===== src/sv/ikf_pkg.sv =====
// ----------------------------------------------------------------------------
// ikf_pkg - shared types and helpers for the IMU angle Kalman filter
// Saturation helpers, unit command struct and register indexes.
// ----------------------------------------------------------------------------
package ikf_pkg;

   localparam int unsigned CFG_W   = 47;   // widest config register
   localparam int unsigned COV_W   = 48;   // covariance width, 40 frac bits
   localparam int unsigned ANG_W   = 32;   // Q16.16 sample width
   localparam int unsigned DT_W    = 32;   // sample period width
   localparam int unsigned OP_W    = 64;   // shared multiplier operand width
   localparam int unsigned SUM_W   = 66;   // exact state update sums
   localparam int unsigned DEN_W   = 49;   // R + P00
   localparam int unsigned CSR_A_W = 2;

   localparam logic [CSR_A_W-1:0] REG_Q_ANGLE = 2'd0;
   localparam logic [CSR_A_W-1:0] REG_Q_GYRO  = 2'd1;
   localparam logic [CSR_A_W-1:0] REG_R_ANGLE = 2'd2;
   localparam logic [CSR_A_W-1:0] REG_DT      = 2'd3;

   localparam logic signed [SUM_W-1:0] S48_MAX = 66'sd140737488355327;
   localparam logic signed [SUM_W-1:0] S48_MIN = -66'sd140737488355328;
   localparam logic signed [SUM_W-1:0] S32_MAX = 66'sd2147483647;
   localparam logic signed [SUM_W-1:0] S32_MIN = -66'sd2147483648;

   typedef struct packed {
      logic start;
      logic sh40;    // rescale by 2^40 instead of 2^32
   } mul_cmd_type;

   function automatic logic signed [COV_W-1:0] sat48(input logic signed [SUM_W-1:0] x);
      logic signed [SUM_W-1:0] y;
      y = (x > S48_MAX) ? S48_MAX : ((x < S48_MIN) ? S48_MIN : x);
      return y[COV_W-1:0];
   endfunction

   function automatic logic signed [ANG_W-1:0] sat32(input logic signed [SUM_W-1:0] x);
      logic signed [SUM_W-1:0] y;
      y = (x > S32_MAX) ? S32_MAX : ((x < S32_MIN) ? S32_MIN : x);
      return y[ANG_W-1:0];
   endfunction

endpackage


===== src/sv/ikf_mul.sv =====
// ----------------------------------------------------------------------------
// ikf_mul - shared rounding multiplier
// Signed 64x64 multiply from four 32x32 partial products, rounded to nearest
// (ties away from zero), shifted by 32 or 40 and clamped to +-(2^62 - 1).
// ----------------------------------------------------------------------------
module ikf_mul (
   input  logic                              clock,
   input  logic                              reset,
   input  ikf_pkg::mul_cmd_type              cmd,
   input  logic signed [ikf_pkg::OP_W-1:0]   a,
   input  logic signed [ikf_pkg::OP_W-1:0]   b,
   output logic                              done,
   output logic signed [ikf_pkg::OP_W-1:0]   result
);
   import ikf_pkg::*;

   localparam logic [127:0] LIM62 = 128'h3FFF_FFFF_FFFF_FFFF;

   logic              busy_ff, busy_in;
   logic [2:0]        cnt_ff, cnt_in;
   logic [OP_W-1:0]   xa_ff, xa_in, xb_ff, xb_in;
   logic              neg_ff, neg_in, sh40_ff, sh40_in;
   logic [63:0]       prod_ff, prod_in;
   logic [1:0]        pshift_ff, pshift_in;
   logic              pvalid_ff, pvalid_in;
   logic [127:0]      acc_ff, acc_in;
   logic [62:0]       q_ff, q_in;
   logic              done_ff, done_in;
   logic signed [OP_W-1:0] result_ff, result_in;

   logic [127:0] rsum, rq;
   logic [31:0]  ha, hb;

   always_comb begin
      busy_in   = busy_ff;
      cnt_in    = cnt_ff;
      xa_in     = xa_ff;
      xb_in     = xb_ff;
      neg_in    = neg_ff;
      sh40_in   = sh40_ff;
      prod_in   = prod_ff;
      pshift_in = pshift_ff;
      pvalid_in = 1'b0;
      acc_in    = acc_ff;
      q_in      = q_ff;
      done_in   = 1'b0;
      result_in = result_ff;
      ha = cnt_ff[0] ? xa_ff[63:32] : xa_ff[31:0];
      hb = cnt_ff[1] ? xb_ff[63:32] : xb_ff[31:0];
      rsum = acc_ff + (sh40_ff ? (128'd1 << 39) : (128'd1 << 31));
      rq   = sh40_ff ? (rsum >> 40) : (rsum >> 32);

      if (!busy_ff) begin
         if (cmd.start) begin
            busy_in = 1'b1;
            cnt_in  = 3'd0;
            xa_in   = a[OP_W-1] ? (~a + 1'b1) : a;
            xb_in   = b[OP_W-1] ? (~b + 1'b1) : b;
            neg_in  = a[OP_W-1] ^ b[OP_W-1];
            sh40_in = cmd.sh40;
            acc_in  = '0;
         end
      end else begin
         cnt_in = cnt_ff + 3'd1;
         if (cnt_ff < 3'd4) begin
            prod_in   = ha * hb;
            pshift_in = {1'b0, cnt_ff[0]} + {1'b0, cnt_ff[1]};
            pvalid_in = 1'b1;
         end
         if (pvalid_ff) begin
            case (pshift_ff)
               2'd0:    acc_in = acc_ff + {64'd0, prod_ff};
               2'd1:    acc_in = acc_ff + {32'd0, prod_ff, 32'd0};
               2'd2:    acc_in = acc_ff + {prod_ff, 64'd0};
               default: acc_in = acc_ff;
            endcase
         end
         if (cnt_ff == 3'd5) begin
            q_in = (rq > LIM62) ? LIM62[62:0] : rq[62:0];
         end
         if (cnt_ff == 3'd6) begin
            result_in = neg_ff ? -$signed({1'b0, q_ff}) : $signed({1'b0, q_ff});
            done_in   = 1'b1;
            busy_in   = 1'b0;
         end
      end
   end

   always_ff @(posedge clock) begin
      if (reset) begin
         busy_ff   <= 1'b0;
         cnt_ff    <= '0;
         pvalid_ff <= 1'b0;
         done_ff   <= 1'b0;
      end else begin
         busy_ff   <= busy_in;
         cnt_ff    <= cnt_in;
         pvalid_ff <= pvalid_in;
         done_ff   <= done_in;
      end
      xa_ff     <= xa_in;
      xb_ff     <= xb_in;
      neg_ff    <= neg_in;
      sh40_ff   <= sh40_in;
      prod_ff   <= prod_in;
      pshift_ff <= pshift_in;
      acc_ff    <= acc_in;
      q_ff      <= q_in;
      result_ff <= result_in;
   end

   assign done   = done_ff;
   assign result = result_ff;

   a_no_start_busy: assert property (@(posedge clock) disable iff (reset)
      busy_ff |-> !cmd.start) else $error("multiplier started while busy");
   a_done_after_busy: assert property (@(posedge clock) disable iff (reset)
      done_ff |-> $past(busy_ff) && !busy_ff) else $error("done without a run");
   a_cnt_range: assert property (@(posedge clock) disable iff (reset)
      busy_ff |-> cnt_ff <= 3'd6) else $error("multiplier count out of range");

endmodule


===== config.mk =====
export PLATFORM = sky130hd
export DESIGN_NAME = ikf_mul
export DESIGN_NICKNAME = d
export VERILOG_FILES = /design/src/sv/ikf_pkg.sv /design/src/sv/ikf_mul.sv
export SDC_FILE = /design/constraint.sdc
export NUM_CORES = 2
export LEC_CHECK = 0
export ABC_AREA = 1
export ABC_CLOCK_PERIOD_IN_PS = 11150
export BUFFER_PORTS_ARGS = -buffer_cell sky130_fd_sc_hd__buf_2
export CORE_ASPECT_RATIO = 1.4
export CORE_MARGIN = 2
export CORE_UTILIZATION = 35
export CTS_BUF_LIST = sky130_fd_sc_hd__clkbuf_8
export CTS_CLUSTER_DIAMETER = 30
export DETAILED_ROUTE_END_ITERATION = 10
export PLACE_DENSITY_LB_ADDON = 0.25
export SLEW_MARGIN = 20
export SYNTH_ARGS = -nofsm -noshare
export SYNTH_HDL_FRONTEND = slang
export SYNTH_SLANG_ARGS = --single-unit
export TNS_END_PERCENT = 100

===== constraint.sdc =====
create_clock -name clock -period 11.15 [get_ports clock]
set_clock_uncertainty 0.1 [all_clocks]
set_input_delay 0 -clock clock [delete_from_list [all_inputs] [get_ports clock]]
set_output_delay 0 -clock clock [all_outputs]
set_load 0.02 [all_outputs]

## Word-level counts from Yosys, hierarchy flattened

Index checks and enable logic that the tools add are counted.

| storage, ports and cells | value |
|---|---|
| word-level logic and storage cells | 64 |
| register bits | 457 |
| output and inout bits | 65 |

| operators by class | value |
|---|---|
| order comparisons | 2 |
| reductions and logical operators | 8 |
| mux-type cells | 18 |
| bitwise gates (word level) | 4 |
| add/subtract/negate cells | 9 |
| multiply operators | 1 |
| equal/unequal tests | 6 |

Operators with widths:

| operator | count |
|---|---|
| $mux 128 | 3 |
| $pmux 128 s3 | 1 |
| $mux 63 | 3 |
| $add 128x128->128 | 1 |
| $add 128x40->128 | 1 |
| $add 128x64->128 | 1 |
| $add 128x96->128 | 1 |
| $add 64x1->64 const B | 2 |
| $not 64->64 | 2 |
| $gt 96x62->1 const B | 1 |
| $mux 96 | 1 |
| $mul 32x32->64 | 1 |
| $mux 32 | 2 |
| $neg 63->64 | 1 |
| $mux 40 | 1 |
| $reduce_and 2->1 | 4 |
| $eq 3x3->1 const B | 2 |
| $mux 3 | 2 |
| $mux 1 | 5 |
| $ne 4x1->1 const B | 1 |
| $add 3x1->3 const B | 1 |
| $lt 3x3->1 const B | 1 |
| $reduce_and 3->1 | 1 |
| $add 1x1->2 | 1 |
| other kinds (8) | 8 |

## Longest topological paths before layout

| logic depth | value |
|---|---|
| depth after elaboration | 4 |
| gate-level depth with buffers | 38 |
| gate-level depth less buffers | 34 |

## Least setup slack after synthesis

OpenSTA, ideal clock, no wires.

| path | value |
|---|---|
| path type | register to register |
| from | register busy_ff |
| to | register acc_ff[0], enable pin |
| path buffers | 1 |
| stages on the path, launching flop included | 5 |
| arrival time | 9.230 ns |
| setup slack | 1.329 ns |
| required time | 10.559 ns |
| clock period less this slack | 9.821 ns |
| cells stage by stage | dfxtp_1 -> clkbuf_1 -> nor2_1 -> inv_1 -> nand2_1 |

| on the way | value |
|---|---|
| longest elaborated chain between the ends | 2 |

RTL lines:

| element | RTL line | text |
|---|---|---|
| start: declaration | ikf_mul.sv:19 | `logic busy_ff, busy_in;` |
| start signal: assignment | ikf_mul.sv:96 | `busy_ff <= busy_in;` |
| $ne 4x1->1 (no source line), or another cell as far along | -- |  |
| $reduce_and 3->1 (no source line) (*) | -- |  |
| end signal: assignment | ikf_mul.sv:107 | `acc_ff <= acc_in;` |
| end: declaration | ikf_mul.sv:26 | `logic [127:0] acc_ff, acc_in;` |

Mark *: on every way between the ends. The rest lies on a longest branch, timed or not.
A chain may end at the register's enable or synchronous reset.

## Final worst setup path

| path | value |
|---|---|
| from | register cnt_ff[1] |
| to | register prod_ff[51] (data pin) |

| on the way | value |
|---|---|
| longest elaborated chain between the ends | 2 |

RTL lines:

| element | RTL line | text |
|---|---|---|
| start: declaration | ikf_mul.sv:20 | `logic [2:0] cnt_ff, cnt_in;` |
| start signal: assignment | ikf_mul.sv:97 | `cnt_ff <= cnt_in;` |
| $mux 32 | ikf_mul.sv:49 | `hb = cnt_ff[1] ? xb_ff[63:32] : xb_ff[31:0];` |
| $mul 32x32->64 | ikf_mul.sv:66 | `prod_in = ha * hb;` |
| end signal: assignment | ikf_mul.sv:105 | `prod_ff <= prod_in;` |
| end: declaration | ikf_mul.sv:23 | `logic [63:0] prod_ff, prod_in;` |

No other way between the ends.

==> results_dict.tcl <==
set metrics [dict create \
    setup_tns_ns 0 \
    seq_area_frac_synth_pct 17.1 \
    synth_flop_cell "edfxtp_1" \
    syn-mean-instance-area_um2 6.87 \
    yosysUniqueCellTypes 59 \
    cp_slowest_stage_delay_ns 0.91 \
    root_buffer "clkbuf_8" \
    crit_slowest_cell "inv_1" \
    ant_nets 0 \
    synth_nets 13131 \
    hold_violations 0 \
    numCtsBuffers 142 \
    tightest_slew_ns 1.28 \
    critPathMostFrequentCell "fa_1" \
    io_buffers 196 \
    period_share_pct 96.2 \
    clk_latency_ns 1.02 \
    cap_violations 0 \
    grt_use_total_pct 41.6 \
    layout_commonest_cell "nand2_1" \
    fillers 24729 \
    grt-ovfl-total 0 \
    cp.arrival_ns 11.30 \
    register_area_um2 13700 \
    multi_input_area_um2 57100 \
    syn2layout_area_growth_pct 15.3 \
    finalSetupViolCount 0 \
    drv_slew 0 \
    drtIter0Drc 6908 \
    routed_wl_mm 490 \
    die_y_um 570 \
    core_area_um2 227000 \
    cp_max_fo 27 \
    grt_pass1_vias 86864 \
    yosys_warnings 0 \
    cp.required_ns 11.72 \
    dieArea_um2 232000 \
    syn_area_um2 80000 \
    synth_seq_cells 457 \
    wl_met1_mm 149 \
    wl_met2_mm 237 \
    cts_tree "done" \
    met3_length_mm 33.3 \
    hpwl_mm 409 \
    cts.sink_count 457 \
    num-nets-final 13756 \
    max-clock-path-buffers 4 \
    ios 197 \
    final.min_clock_period_ns 10.73 \
    grt_first_pass_wirelength_mm 667 \
    worstSetupPathType "reg -> reg" \
    syn_inst 11635 \
    cts_resized 0 \
    drive_above_1_share_pct 6.77 \
    status "finished clean" \
    highest_layer "met5" \
    drt_pass1_iterations 7 \
    hp-class "in -> reg" \
    htreeDepth 4 \
    rsz0062_at_grt "no" \
    die_w_um 408 \
    path_buf_inv 8 \
    cp-start-kind "flop" \
    routed-via-count 84584 \
    drc 0 \
    final_cell_mix "3044 x nand2_1, 2238 x inv_1, 1656 x nor2_1" \
    async_flop_share_pct 0 \
    routedWlPerCell_um 31.8 \
    antenna_found_initial 37 \
    relSlewSlack_pct 14.4 \
    critPathTopFamily "adder cells" \
    start_util_pct 35.2 \
    fmax_mhz 93.2 \
    fp-row-count 207 \
    vias_per_cell 5.48 \
    grt_start_max_net_pins 67 \
    clkTransAtPathRegs_ns 0.05 \
    cp-end-kind "flop" \
    gp_congestion 1.14 \
    synth_edf_count 451 \
]
-- Yosys cell counts, types with 21 or more instances --
library cell	count	area (µm²)
nor2_2	38	238
a21oi_1	561	2810
fa_1	899	18000
a31oi_1	45	282
o21bai_1	39	293
nand3_1	561	2810
or2_2	90	563
clkbuf_1	228	856
clkinv_1	21	78.8
inv_1	2212	8300
o21ai_1	48	240
nand4_1	121	757
nand3b_1	32	240
xor2_1	241	2110
ha_1	465	5820
buf_1	33	124
a21o_1	23	173
edfxtp_1	451	13500
xnor2_1	86	753
nand2_1	3045	11400
nor3_1	107	536
nor4_1	61	382
nor2_1	1664	6250
o21ai_0	409	2050
-- sequential cells by signal, summed over array words and instances, names as in the netlist, 2 cells and up --
register and cells:
xa_ff 64, cnt_ff 3, xb_ff 64, acc_ff 128
pshift_ff 2, prod_ff 64, result 64, q_ff 63
-- layout make-up --
class / instances / area share, %
timing repair buffer: 759 / 6.70
tap: 3030 / 4.11
clock buffer: 145 / 2.16
sequential: 457 / 14.8
multi-input combinational: 8664 / 61.9
clock inverter: 100 / 1.08
inverter: 2236 / 9.11
antenna: 39 / 0.106
-- worst register-to-register path, cell delays in order (launching register included) --
cell and delay, ns:
dfxtp_2 0.31, inv_1 0.53, or2_2 0.23, o21ai_0 0.19, inv_1 0.91, buf_4 0.34
nand2_1 0.09, fa_1 0.55, inv_1 0.05, fa_1 0.54, fa_1 0.51, fa_1 0.56
fa_1 0.54, fa_1 0.53, fa_1 0.57, inv_1 0.06, fa_1 0.53, inv_1 0.04
ha_1 0.39, nand2_1 0.12, nor2_1 0.06, inv_1 0.18, nor2_1 0.09, inv_1 0.50
o21ai_0 0.19, a31oi_1 0.66, o21ai_0 0.52, xor2_1 0.55
-- layer usage --
layer	global-route usage [%]	up-vias
li1	-	37373
met3	8.75	2040
met4	48.6	14
met1	38.1	40768
met5	0.0208	-
met2	71.8	4389
-- cells by family (layout without fill, tap and decap cells) --
kind of cell | count (synthesis) | count (layout) | share of synthesized area [%]
muxes | 9 | 9 | 0.113
DFF | 457 | 457 | 17.1
buffers and inverters | 2514 | 3240 | 11.9
xor gates and xnor gates | 327 | 327 | 3.58
AOI/OAI and AO/OA | 1183 | 1183 | 7.89
and+or+nand+nor | 5780 | 5780 | 29.6
other | 1 | 40 | 0.00469
adders and majority gates | 1364 | 1364 | 29.8
-- stage by stage --
step	util [%]	worst slack [ns]	instances	cell area, µm²	hold WS, ns
4_1_cts	40.5	0.701	15386	92000	0.0250
2_1_floorplan	-	1.33	11635	80000	-0.0276
6_report	40.6	0.423	15430	92200	0.124
3_3_place_gp	37.5	0.658	14760	85200	0.0937
3_5_place_dp	37.5	0.722	14761	85200	0.0842
5_1_grt	40.6	0.462	15397	92100	0.102
-- path summary, 6_finish.rpt --
path              cells after the start  slack (ns)          end  startpoint
hold / removal                        4        0.12    xa_ff[19]       a[19]
hold reg to reg                       0        0.40    result[0]     q_ff[0]
setup reg to reg                     27        0.42  prod_ff[51]   cnt_ff[1]
setup / recovery                     27        0.42  prod_ff[51]   cnt_ff[1]
-- timing repair --
item                                   in CTS  in global routing
buffers inserted                            0                  0
hold buffers                              380                  0
endpoints found under the hold margin     178                  0
Power is not shown: default switching activity piles up to over one toggle a cycle in this logic, so the estimate is an artifact.
