<file path="config.mk">
export PLATFORM = sky130hd
export DESIGN_NAME = ikf_div
export DESIGN_NICKNAME = d
export VERILOG_FILES = /design/src/sv/ikf_pkg.sv /design/src/sv/ikf_div.sv
export SDC_FILE = /design/constraint.sdc
export NUM_CORES = 1
export LEC_CHECK = 0
export BUFFER_PORTS_ARGS = -buffer_cell sky130_fd_sc_hd__buf_4
export CORE_ASPECT_RATIO = 0.6
export CORE_MARGIN = 1
export CORE_UTILIZATION = 45
export CTS_CLUSTER_SIZE = 30
export DETAILED_ROUTE_END_ITERATION = 8
export PLACE_DENSITY_LB_ADDON = 0.3
export REMOVE_ABC_BUFFERS = 1
export SYNTH_ARGS = -nofsm -noshare
export SYNTH_HDL_FRONTEND = slang
export SYNTH_SLANG_ARGS = --single-unit
</file>
<file path="constraint.sdc">
create_clock -name clock -period 10.95 [get_ports clock]
set_clock_uncertainty 0.1 [all_clocks]
set_input_delay 1.6425 -clock clock [delete_from_list [all_inputs] [get_ports clock]]
set_output_delay 1.6425 -clock clock [all_outputs]
set_load 0.02 [all_outputs]
</file>
<file path="src/sv/ikf_pkg.sv">
// ----------------------------------------------------------------------------
// ikf_pkg - shared types and helpers for the IMU angle Kalman filter
// Saturation helpers, unit command struct and register indexes.
// ----------------------------------------------------------------------------
package ikf_pkg;

   localparam int unsigned CFG_W   = 47;   // widest config register
   localparam int unsigned COV_W   = 48;   // covariance width, 40 frac bits
   localparam int unsigned ANG_W   = 32;   // Q16.16 sample width
   localparam int unsigned DT_W    = 32;   // sample period width
   localparam int unsigned OP_W    = 64;   // shared multiplier operand width
   localparam int unsigned SUM_W   = 66;   // exact state update sums
   localparam int unsigned DEN_W   = 49;   // R + P00
   localparam int unsigned CSR_A_W = 2;

   localparam logic [CSR_A_W-1:0] REG_Q_ANGLE = 2'd0;
   localparam logic [CSR_A_W-1:0] REG_Q_GYRO  = 2'd1;
   localparam logic [CSR_A_W-1:0] REG_R_ANGLE = 2'd2;
   localparam logic [CSR_A_W-1:0] REG_DT      = 2'd3;

   localparam logic signed [SUM_W-1:0] S48_MAX = 66'sd140737488355327;
   localparam logic signed [SUM_W-1:0] S48_MIN = -66'sd140737488355328;
   localparam logic signed [SUM_W-1:0] S32_MAX = 66'sd2147483647;
   localparam logic signed [SUM_W-1:0] S32_MIN = -66'sd2147483648;

   typedef struct packed {
      logic start;
      logic sh40;    // rescale by 2^40 instead of 2^32
   } mul_cmd_type;

   function automatic logic signed [COV_W-1:0] sat48(input logic signed [SUM_W-1:0] x);
      logic signed [SUM_W-1:0] y;
      y = (x > S48_MAX) ? S48_MAX : ((x < S48_MIN) ? S48_MIN : x);
      return y[COV_W-1:0];
   endfunction

   function automatic logic signed [ANG_W-1:0] sat32(input logic signed [SUM_W-1:0] x);
      logic signed [SUM_W-1:0] y;
      y = (x > S32_MAX) ? S32_MAX : ((x < S32_MIN) ? S32_MIN : x);
      return y[ANG_W-1:0];
   endfunction

endpackage

</file>
<file path="src/sv/ikf_div.sv">
// ----------------------------------------------------------------------------
// ikf_div - serial gain divider
// (num * 2^40) / den, one restoring step per cycle, truncated toward zero,
// magnitude limited to 2^47 - 1, zero for a zero divisor.
// ----------------------------------------------------------------------------
module ikf_div (
   input  logic                               clock,
   input  logic                               reset,
   input  logic                               start,
   input  logic signed [ikf_pkg::COV_W-1:0]   num,
   input  logic signed [ikf_pkg::DEN_W-1:0]   den,
   output logic                               done,
   output logic signed [ikf_pkg::COV_W-1:0]   result
);
   import ikf_pkg::*;

   localparam logic [6:0] I_TOP = 7'd87;

   logic              busy_ff, busy_in;
   logic [6:0]        i_ff, i_in;
   logic [COV_W-1:0]  n_ff, n_in;
   logic [DEN_W-1:0]  d_ff, d_in;
   logic [DEN_W-1:0]  r_ff, r_in;
   logic [46:0]       q_ff, q_in;
   logic              ovf_ff, ovf_in, neg_ff, neg_in;
   logic              done_ff, done_in;
   logic signed [COV_W-1:0] result_ff, result_in;

   logic [6:0]       nidx;
   logic             nbit;
   logic [DEN_W:0]   r2;
   logic [46:0]      qm;

   always_comb begin
      busy_in   = busy_ff;
      i_in      = i_ff;
      n_in      = n_ff;
      d_in      = d_ff;
      r_in      = r_ff;
      q_in      = q_ff;
      ovf_in    = ovf_ff;
      neg_in    = neg_ff;
      done_in   = 1'b0;
      result_in = result_ff;
      nidx = i_ff - 7'd40;
      nbit = (i_ff >= 7'd40) ? n_ff[nidx[5:0]] : 1'b0;
      r2   = {r_ff, nbit};
      qm   = '0;

      if (!busy_ff) begin
         if (start) begin
            if (den == '0) begin
               result_in = '0;
               done_in   = 1'b1;
            end else begin
               busy_in = 1'b1;
               i_in    = I_TOP;
               n_in    = num[COV_W-1] ? (~num + 1'b1) : num;
               d_in    = den[DEN_W-1] ? (~den + 1'b1) : den;
               r_in    = '0;
               q_in    = '0;
               ovf_in  = 1'b0;
               neg_in  = num[COV_W-1] ^ den[DEN_W-1];
            end
         end
      end else begin
         if (r2 >= {1'b0, d_ff}) begin
            r_in = r2[DEN_W-1:0] - d_ff;
            if (i_ff >= 7'd47) ovf_in = 1'b1;
            else q_in[i_ff[5:0]] = 1'b1;
         end else begin
            r_in = r2[DEN_W-1:0];
         end
         i_in = i_ff - 7'd1;
         if (i_ff == 7'd0) begin
            qm        = ovf_in ? '1 : q_in;
            result_in = neg_ff ? -$signed({1'b0, qm}) : $signed({1'b0, qm});
            done_in   = 1'b1;
            busy_in   = 1'b0;
         end
      end
   end

   always_ff @(posedge clock) begin
      if (reset) begin
         busy_ff <= 1'b0;
         i_ff    <= '0;
         done_ff <= 1'b0;
      end else begin
         busy_ff <= busy_in;
         i_ff    <= i_in;
         done_ff <= done_in;
      end
      n_ff      <= n_in;
      d_ff      <= d_in;
      r_ff      <= r_in;
      q_ff      <= q_in;
      ovf_ff    <= ovf_in;
      neg_ff    <= neg_in;
      result_ff <= result_in;
   end

   assign done   = done_ff;
   assign result = result_ff;

   a_rem_below_div: assert property (@(posedge clock) disable iff (reset)
      busy_ff && $past(busy_ff) |-> r_ff < d_ff) else $error("remainder not reduced");
   a_no_start_busy: assert property (@(posedge clock) disable iff (reset)
      busy_ff |-> !start) else $error("divider started while busy");
   a_i_range: assert property (@(posedge clock) disable iff (reset)
      busy_ff |-> i_ff <= I_TOP) else $error("divider step out of range");

endmodule
</file>
After elaboration in Yosys (flattened, before gate mapping)

Cells that the tools add are included.

Bits in registers: 252
Input bits: 100
Output and inout port bits: 49
Word-level logic and storage cells: 80

Add/subtract/negate cells: 6
Order comparisons: 6
Equal/unequal tests: 2
Multiplexer cells: 40
Bitwise gates (word level): 6
Reductions and logical operators: 8

Operators with widths:

| operator                                                          | number |
|---|---|
| two-way mux 47 bit                                                | 8 |
| two-way mux 48 bit                                                | 6 |
| two-way mux 49 bit                                                | 4 |
| greater-or-equal comparator 50 x 49 -> 1 bit                      | 1 |
| adder 49 x 1 -> 49 bit, second input constant                     | 1 |
| logical NOT 49 bit                                                | 1 |
| NOT 49 bit                                                        | 1 |
| subtractor 49 bit                                                 | 1 |
| adder 48 x 1 -> 48 bit, second input constant                     | 1 |
| negation 47 -> 48 bit                                             | 1 |
| NOT 48 bit                                                        | 1 |
| bitwise OR 47 bit                                                 | 1 |
| two-way mux 7 bit                                                 | 3 |
| two-way mux 1 bit                                                 | 17 |
| greater-or-equal comparator 7 x 6 -> 1 bit, second input constant | 2 |
| < comparator 6 x 7 -> 1 bit, second input constant                | 2 |
| logical NOT 7 bit                                                 | 1 |
| subtractor 7 x 1 -> 7 bit, second input constant                  | 1 |
| binary-select mux 1 bit (select 6 bit)                            | 1 |
| demux 1 bit (select 6 bit)                                        | 1 |
| greater-or-equal comparator 6 x 1 -> 1 bit, second input constant | 1 |
| AND reduction 3 bit                                               | 2 |
| subtractor 6 bit, second input constant                           | 1 |
| nonzero test 2 bit                                                | 2 |
| 6 further kinds                                                   | 7 |

Depth between registers and ports, before layout

Word-level depth: 13
Gate-level depth with buffers: 32

Worst setup path before layout

No wires, ideal clock.

Path kind: in2reg
From: in den[0] (netlist bit)
To: reg d_ff[0] (enable)
Arrival time: 6784 ps
Slack: 3503 ps
Stages: 9
Path buffers: 0
Cell sequence: inv_1 -> ha_1 -> nand4b_1 -> nor4_1 -> nand4_1 -> nor4_1 -> nand2b_1 -> nand2_1 -> nor2_1

Word-level cells in the longest chain between the ends: 3

RTL lines:

| what                          | line          | RTL |
|---|---|---|
| from (decl)                   | ikf_div.sv:11 | `input logic signed [ikf_pkg::DEN_W-1:0] den,` |
| logical NOT 49 bit            | ikf_div.sv:52 | `if (den == '0) begin` |
| NOT 1 bit (no line)           | n/a           |  |
| AND reduction 3 bit (no line) | n/a           |  |
| to (signal assigned)          | ikf_div.sv:95 | `d_ff <= d_in;` |
| to (decl)                     | ikf_div.sv:22 | `logic [DEN_W-1:0] d_ff, d_in;` |

Every way passes these cells.
A chain may end at the register's enable or synchronous reset.

Worst setup path in the final report

From: reg i_ff[1]
To: reg result_ff[30], in the netlist result[30], data pin

Word-level cells in the longest chain between the ends: 13
Elaborated cells on any way between the ends: 24
Classes of those cells: add/sub (2); order compare (5); mux (15); bitwise (1); reduce/logical (1)

RTL lines:

| what                                                                                 | line           | RTL |
|---|---|---|
| from (decl)                                                                          | ikf_div.sv:20  | `logic [6:0] i_ff, i_in;` |
| from (signal assigned)                                                               | ikf_div.sv:91  | `i_ff <= i_in;` |
| branches (longest 8 deep; another with greater-or-equal comparator 50 x 49 -> 1 bit) | n/a            |  |
| two-way mux 47 bit *                                                                 | ikf_div.sv:76  | `qm = ovf_in ? '1 : q_in;` |
| negation 47 -> 48 bit                                                                | ikf_div.sv:77  | `result_in = neg_ff ? -$signed({1'b0, qm}) : $signed({1'b0, qm});` |
| two-way mux 48 bit *                                                                 | ikf_div.sv:77  |  |
| two-way mux 48 bit *                                                                 | ikf_div.sv:75  | `if (i_ff == 7'd0) begin` |
| two-way mux 48 bit *                                                                 | ikf_div.sv:50  | `if (!busy_ff) begin` |
| to (signal assigned)                                                                 | ikf_div.sv:100 | `result_ff <= result_in;` |
| to (decl)                                                                            | ikf_div.sv:27  | `logic signed [COV_W-1:0] result_ff, result_in;` |

Mark *: on every way between the ends. The select of a mux whose other input is x is not followed.

==> results.toml <==
[setup_path]
critical_path_end_type = "flop"
r2r_start = "i_ff[1]$_SDFFE_PP0P_"
cp-startpoint = "i_ff[1]$_SDFFE_PP0P_"
critPathKind = "reg -> reg"
critical_path.max_fanout = 25
critPathArrivalTime_ns = 8.43
worst_ep_required_time_ns = 11.14
timing.critical_path.from_type = "flop"

[global_routing]
grt_antenna_before_repair = 1
grt_overflow = 0
track_usage_pct = 26.8
via_count_of_the_first_global_routing_pass = 14300
grt_start_max_net_pins = 72
grt_first_pass_wirelength_um = 81900

[die]
floorplan.initialDensity_pct = 45.8
floorplan.die.width_um = 255
design.core.area_um2 = 37800
floorplan.io_pins = 149
die-area_um2 = 39300
floorplan.die.height_um = 154
rows = 55

[route]
via_per_inst = 6.15
remaining_drc_errors = 0
drt_iter0_markers = 1620
detailedRoute.firstPassIterationCount = 5
routed_wirelength_um = 52500
drt-wirelength-per-cell_um = 21.2
antenna_violating_nets_post_route = 0
via_count = 15200

[pwr]
p_leak_uw = 0.00738
switching_share_pct = 35.8
power_frac_seq_pct = 38.1
peakVddDrop_mv = 0.115
power.density_nw_per_um2 = 166
p_comb_share_pct = 33.9
power.clock.fraction_pct = 28.1
totalPowerFinal_uw = 3260
internal_power_uw = 2100
power.switching_uw = 1170

[clock_network]
tritoncts_num_sinks = 252
cts_tree = "built"
post_cts_resize_count = 0
tritoncts_buffer_count = 26
clk_slew_on_worst_s_h_paths_ns = 0.06
clk_root_buffer_cell = "sky130_fd_sc_hd__clkbuf_16"
clock_latency_ns = 0.56
htreeDepth = 1
hold_buffers = 0
cts_post_setup_buffers_inserted = 0
maximum_number_of_buffers_from_clock_root_to_sink = 3

[place]
buffer_ports.inserted = 148
dpl.hpwl_um = 38400
gp_congestion = 0.971

[logic_synthesis]
ys_warn_count = 0
netlist_instances = 1846
yosysTopAreaCell = "sky130_fd_sc_hd__edfxtp_1"
synthDistinctLibCells = 94
synth_top_family_by_area = "compound AO/OA/AOI/OAI gates"
synth_simple_gate_area_share_pct = 18.1
seq_area_frac_synth_pct = 43.2
synth-async-reset-ratio_pct = 0
synth_top_cell_area_share_pct = 42.2
yosys_register_bits = 252
synth_ff_type = "sky130_fd_sc_hd__edfxtp_1"
synth_compound_area_share_pct = 20.7
post_synth_fa_ha_maj_area_fraction_pct = 4.24
synth.area.top_cells = "sky130_fd_sc_hd__edfxtp_1 42%, sky130_fd_sc_hd__xnor2_1 6.1%, sky130_fd_sc_hd__a21oi_1 4.8%, sky130_fd_sc_hd__nand2_1 4.3%, sky130_fd_sc_hd__ha_1 4.1%"
synthesis.area_um2 = 17300
synth_area_per_cell_um2 = 9.37
synth_enable_flop_cells = 243
post_synth_mux_area_share_pct = 1.92
synth_xor_area_share_pct = 7.49

[sta]
slew_viol_final = 0
finalWorstPathRequiredPeriod_ns = 8.24
worstMarginPinSlew_ns = 1.23
rsz0062_at_grt = "no"
finalHoldViolCount = 0
layout_worst_path_cycle_share_pct = 75.2
setup_tns_ns = 0
slew_headroom_pct = 16.2
peak_clock_frequency_supported_by_timing_mhz = 121
setup_viol = 0

[final_layout]
post_route_cells_drive_above_1_share_pct = 13.6
areaGrowthSynthToFinish_pct = 13.8
multi_input_area_um2 = 9130
ff_latch_area_um2 = 7480
most-common-layout-cells = "243 x sky130_fd_sc_hd__edfxtp_1, 195 x sky130_fd_sc_hd__nand2_1, 166 x sky130_fd_sc_hd__buf_4"
layout.cells.most_common = "sky130_fd_sc_hd__edfxtp_1"
fin_nets = 2100
fill_cells = 3427

[flow_run]
cap_viol_max_count = 0

[run_status]
outcome = "finished clean"

[min_path]
timing.hold.worst.class = "reg -> reg"
worstHoldStart = "r_ff[34]$_SDFFCE_PN0P_"
## power groups by stage
stage | combinational (uW) | sequential (uW) | clock [uW]
after floorplan | 737 | 1270 | 0
after global placement | 1060 | 1260 | 0
after detailed placement | 1080 | 1260 | 0
after CTS | 1080 | 1240 | 927
after global routing | 1210 | 1250 | 961
final | 1110 | 1240 | 916
## final cells by class
type,count,share of cell area (%)
clock buffer,29,3.47
clock inverter,19,0.909
inverter,87,1.66
antenna,1,0.0127
sequential,252,38.0
tap,513,3.26
multi-input combinational,1409,46.4
timing repair buffer,166,6.33
## worst max-delay path, cell delays in order, from the launching register on
cell and delay (ns):
sky130_fd_sc_hd__dfxtp_1 0.95, sky130_fd_sc_hd__nor2b_1 0.34, sky130_fd_sc_hd__and2_1 0.48, sky130_fd_sc_hd__a221oi_1 0.32
sky130_fd_sc_hd__o211ai_1 0.14, sky130_fd_sc_hd__nand3_1 0.15, sky130_fd_sc_hd__nand2_1 0.06, sky130_fd_sc_hd__o211ai_1 0.09
sky130_fd_sc_hd__o21ai_0 0.10, sky130_fd_sc_hd__o211ai_1 0.18, sky130_fd_sc_hd__ha_1 0.26, sky130_fd_sc_hd__fa_1 0.20
sky130_fd_sc_hd__nand2b_1 0.16, sky130_fd_sc_hd__a21o_1 0.15, sky130_fd_sc_hd__a31o_2 0.20, sky130_fd_sc_hd__a31oi_4 0.12
sky130_fd_sc_hd__a211oi_4 0.80, sky130_fd_sc_hd__o21ai_4 0.28, sky130_fd_sc_hd__a211oi_1 0.46, sky130_fd_sc_hd__ha_1 0.25
sky130_fd_sc_hd__inv_1 0.09, sky130_fd_sc_hd__a2111oi_4 0.40, sky130_fd_sc_hd__nand3_2 0.29, sky130_fd_sc_hd__or4_1 0.83
sky130_fd_sc_hd__o21ai_1 0.23, sky130_fd_sc_hd__mux2_1 0.33
## path summary, 6_finish.rpt
check | endpoint | slack, ns | cells after the start
setup reg to reg | result[30]$_SDFFCE_PN0P_ | 2.71 | 25
setup / recovery | result[30]$_SDFFCE_PN0P_ | 2.71 | 25
hold / removal | r_ff[35]$_SDFFCE_PN0P_ | 0.50 | 2
hold reg to reg | r_ff[35]$_SDFFCE_PN0P_ | 0.50 | 2
## sequential cells by signal (all words and copies together), names as in the netlist
name     flops
neg_ff       1
ovf_ff       1
n_ff        48
q_ff        47
result      48
d_ff        49
done         1
busy_ff      1
r_ff        49
i_ff         7
## synth_stat cells (12+ instances only)
library cell and number:
sky130_fd_sc_hd__a31oi_1 23, sky130_fd_sc_hd__or4_1 24, sky130_fd_sc_hd__a211oi_1 30, sky130_fd_sc_hd__ha_1 57, sky130_fd_sc_hd__o31ai_1 35, sky130_fd_sc_hd__nor3_1 34, sky130_fd_sc_hd__and2_1 20, sky130_fd_sc_hd__xor2_1 28
sky130_fd_sc_hd__o41ai_1 14, sky130_fd_sc_hd__inv_1 85, sky130_fd_sc_hd__a21o_1 33, sky130_fd_sc_hd__a21oi_1 165, sky130_fd_sc_hd__o21ai_0 107, sky130_fd_sc_hd__nand2b_1 15, sky130_fd_sc_hd__xnor2_1 120, sky130_fd_sc_hd__clkbuf_1 71
sky130_fd_sc_hd__or3_1 22, sky130_fd_sc_hd__or2_2 12, sky130_fd_sc_hd__and3_1 20, sky130_fd_sc_hd__nand3_1 59, sky130_fd_sc_hd__o211ai_1 12, sky130_fd_sc_hd__buf_2 12, sky130_fd_sc_hd__nand2_1 196, sky130_fd_sc_hd__edfxtp_1 243
sky130_fd_sc_hd__nor4_1 14, sky130_fd_sc_hd__mux2i_1 23, sky130_fd_sc_hd__nor2_1 153, sky130_fd_sc_hd__nand4_1 28
## logic make-up (layout without fill, tap and decap cells)
group | count (synthesis) | after routing
buf+inv | 185 | 301
compound gates | 535 | 535
fa+ha+maj | 58 | 58
simple gates | 639 | 639
other cells | 0 | 1
flops | 252 | 252
xor+xnor | 148 | 148
mux | 29 | 29
## metrics by stage
step           hold slack (ns)  instance area [um2]  util [%]  setup WS, ns  instances
3_5_place_dp             0.462                18800      49.8          2.97       2427
2_1_floorplan            0.431                16900         -          2.55       1748
3_3_place_gp             0.464                18800      49.8          3.11       2427
4_1_cts                  0.482                19700      52.1          2.94       2475
6_report                 0.499                19700      52.1          2.71       2476
5_1_grt                  0.530                19700      52.1          2.13       2475
## routing by layer
layer  track usage (%)  share of wire (%)
met1              41.9                 48
met2              36.2                 39
met3              7.21                 11
met4              5.90                2.0
met5             0.497                  0
No activity file was read; power rests on OpenSTA's default activity.
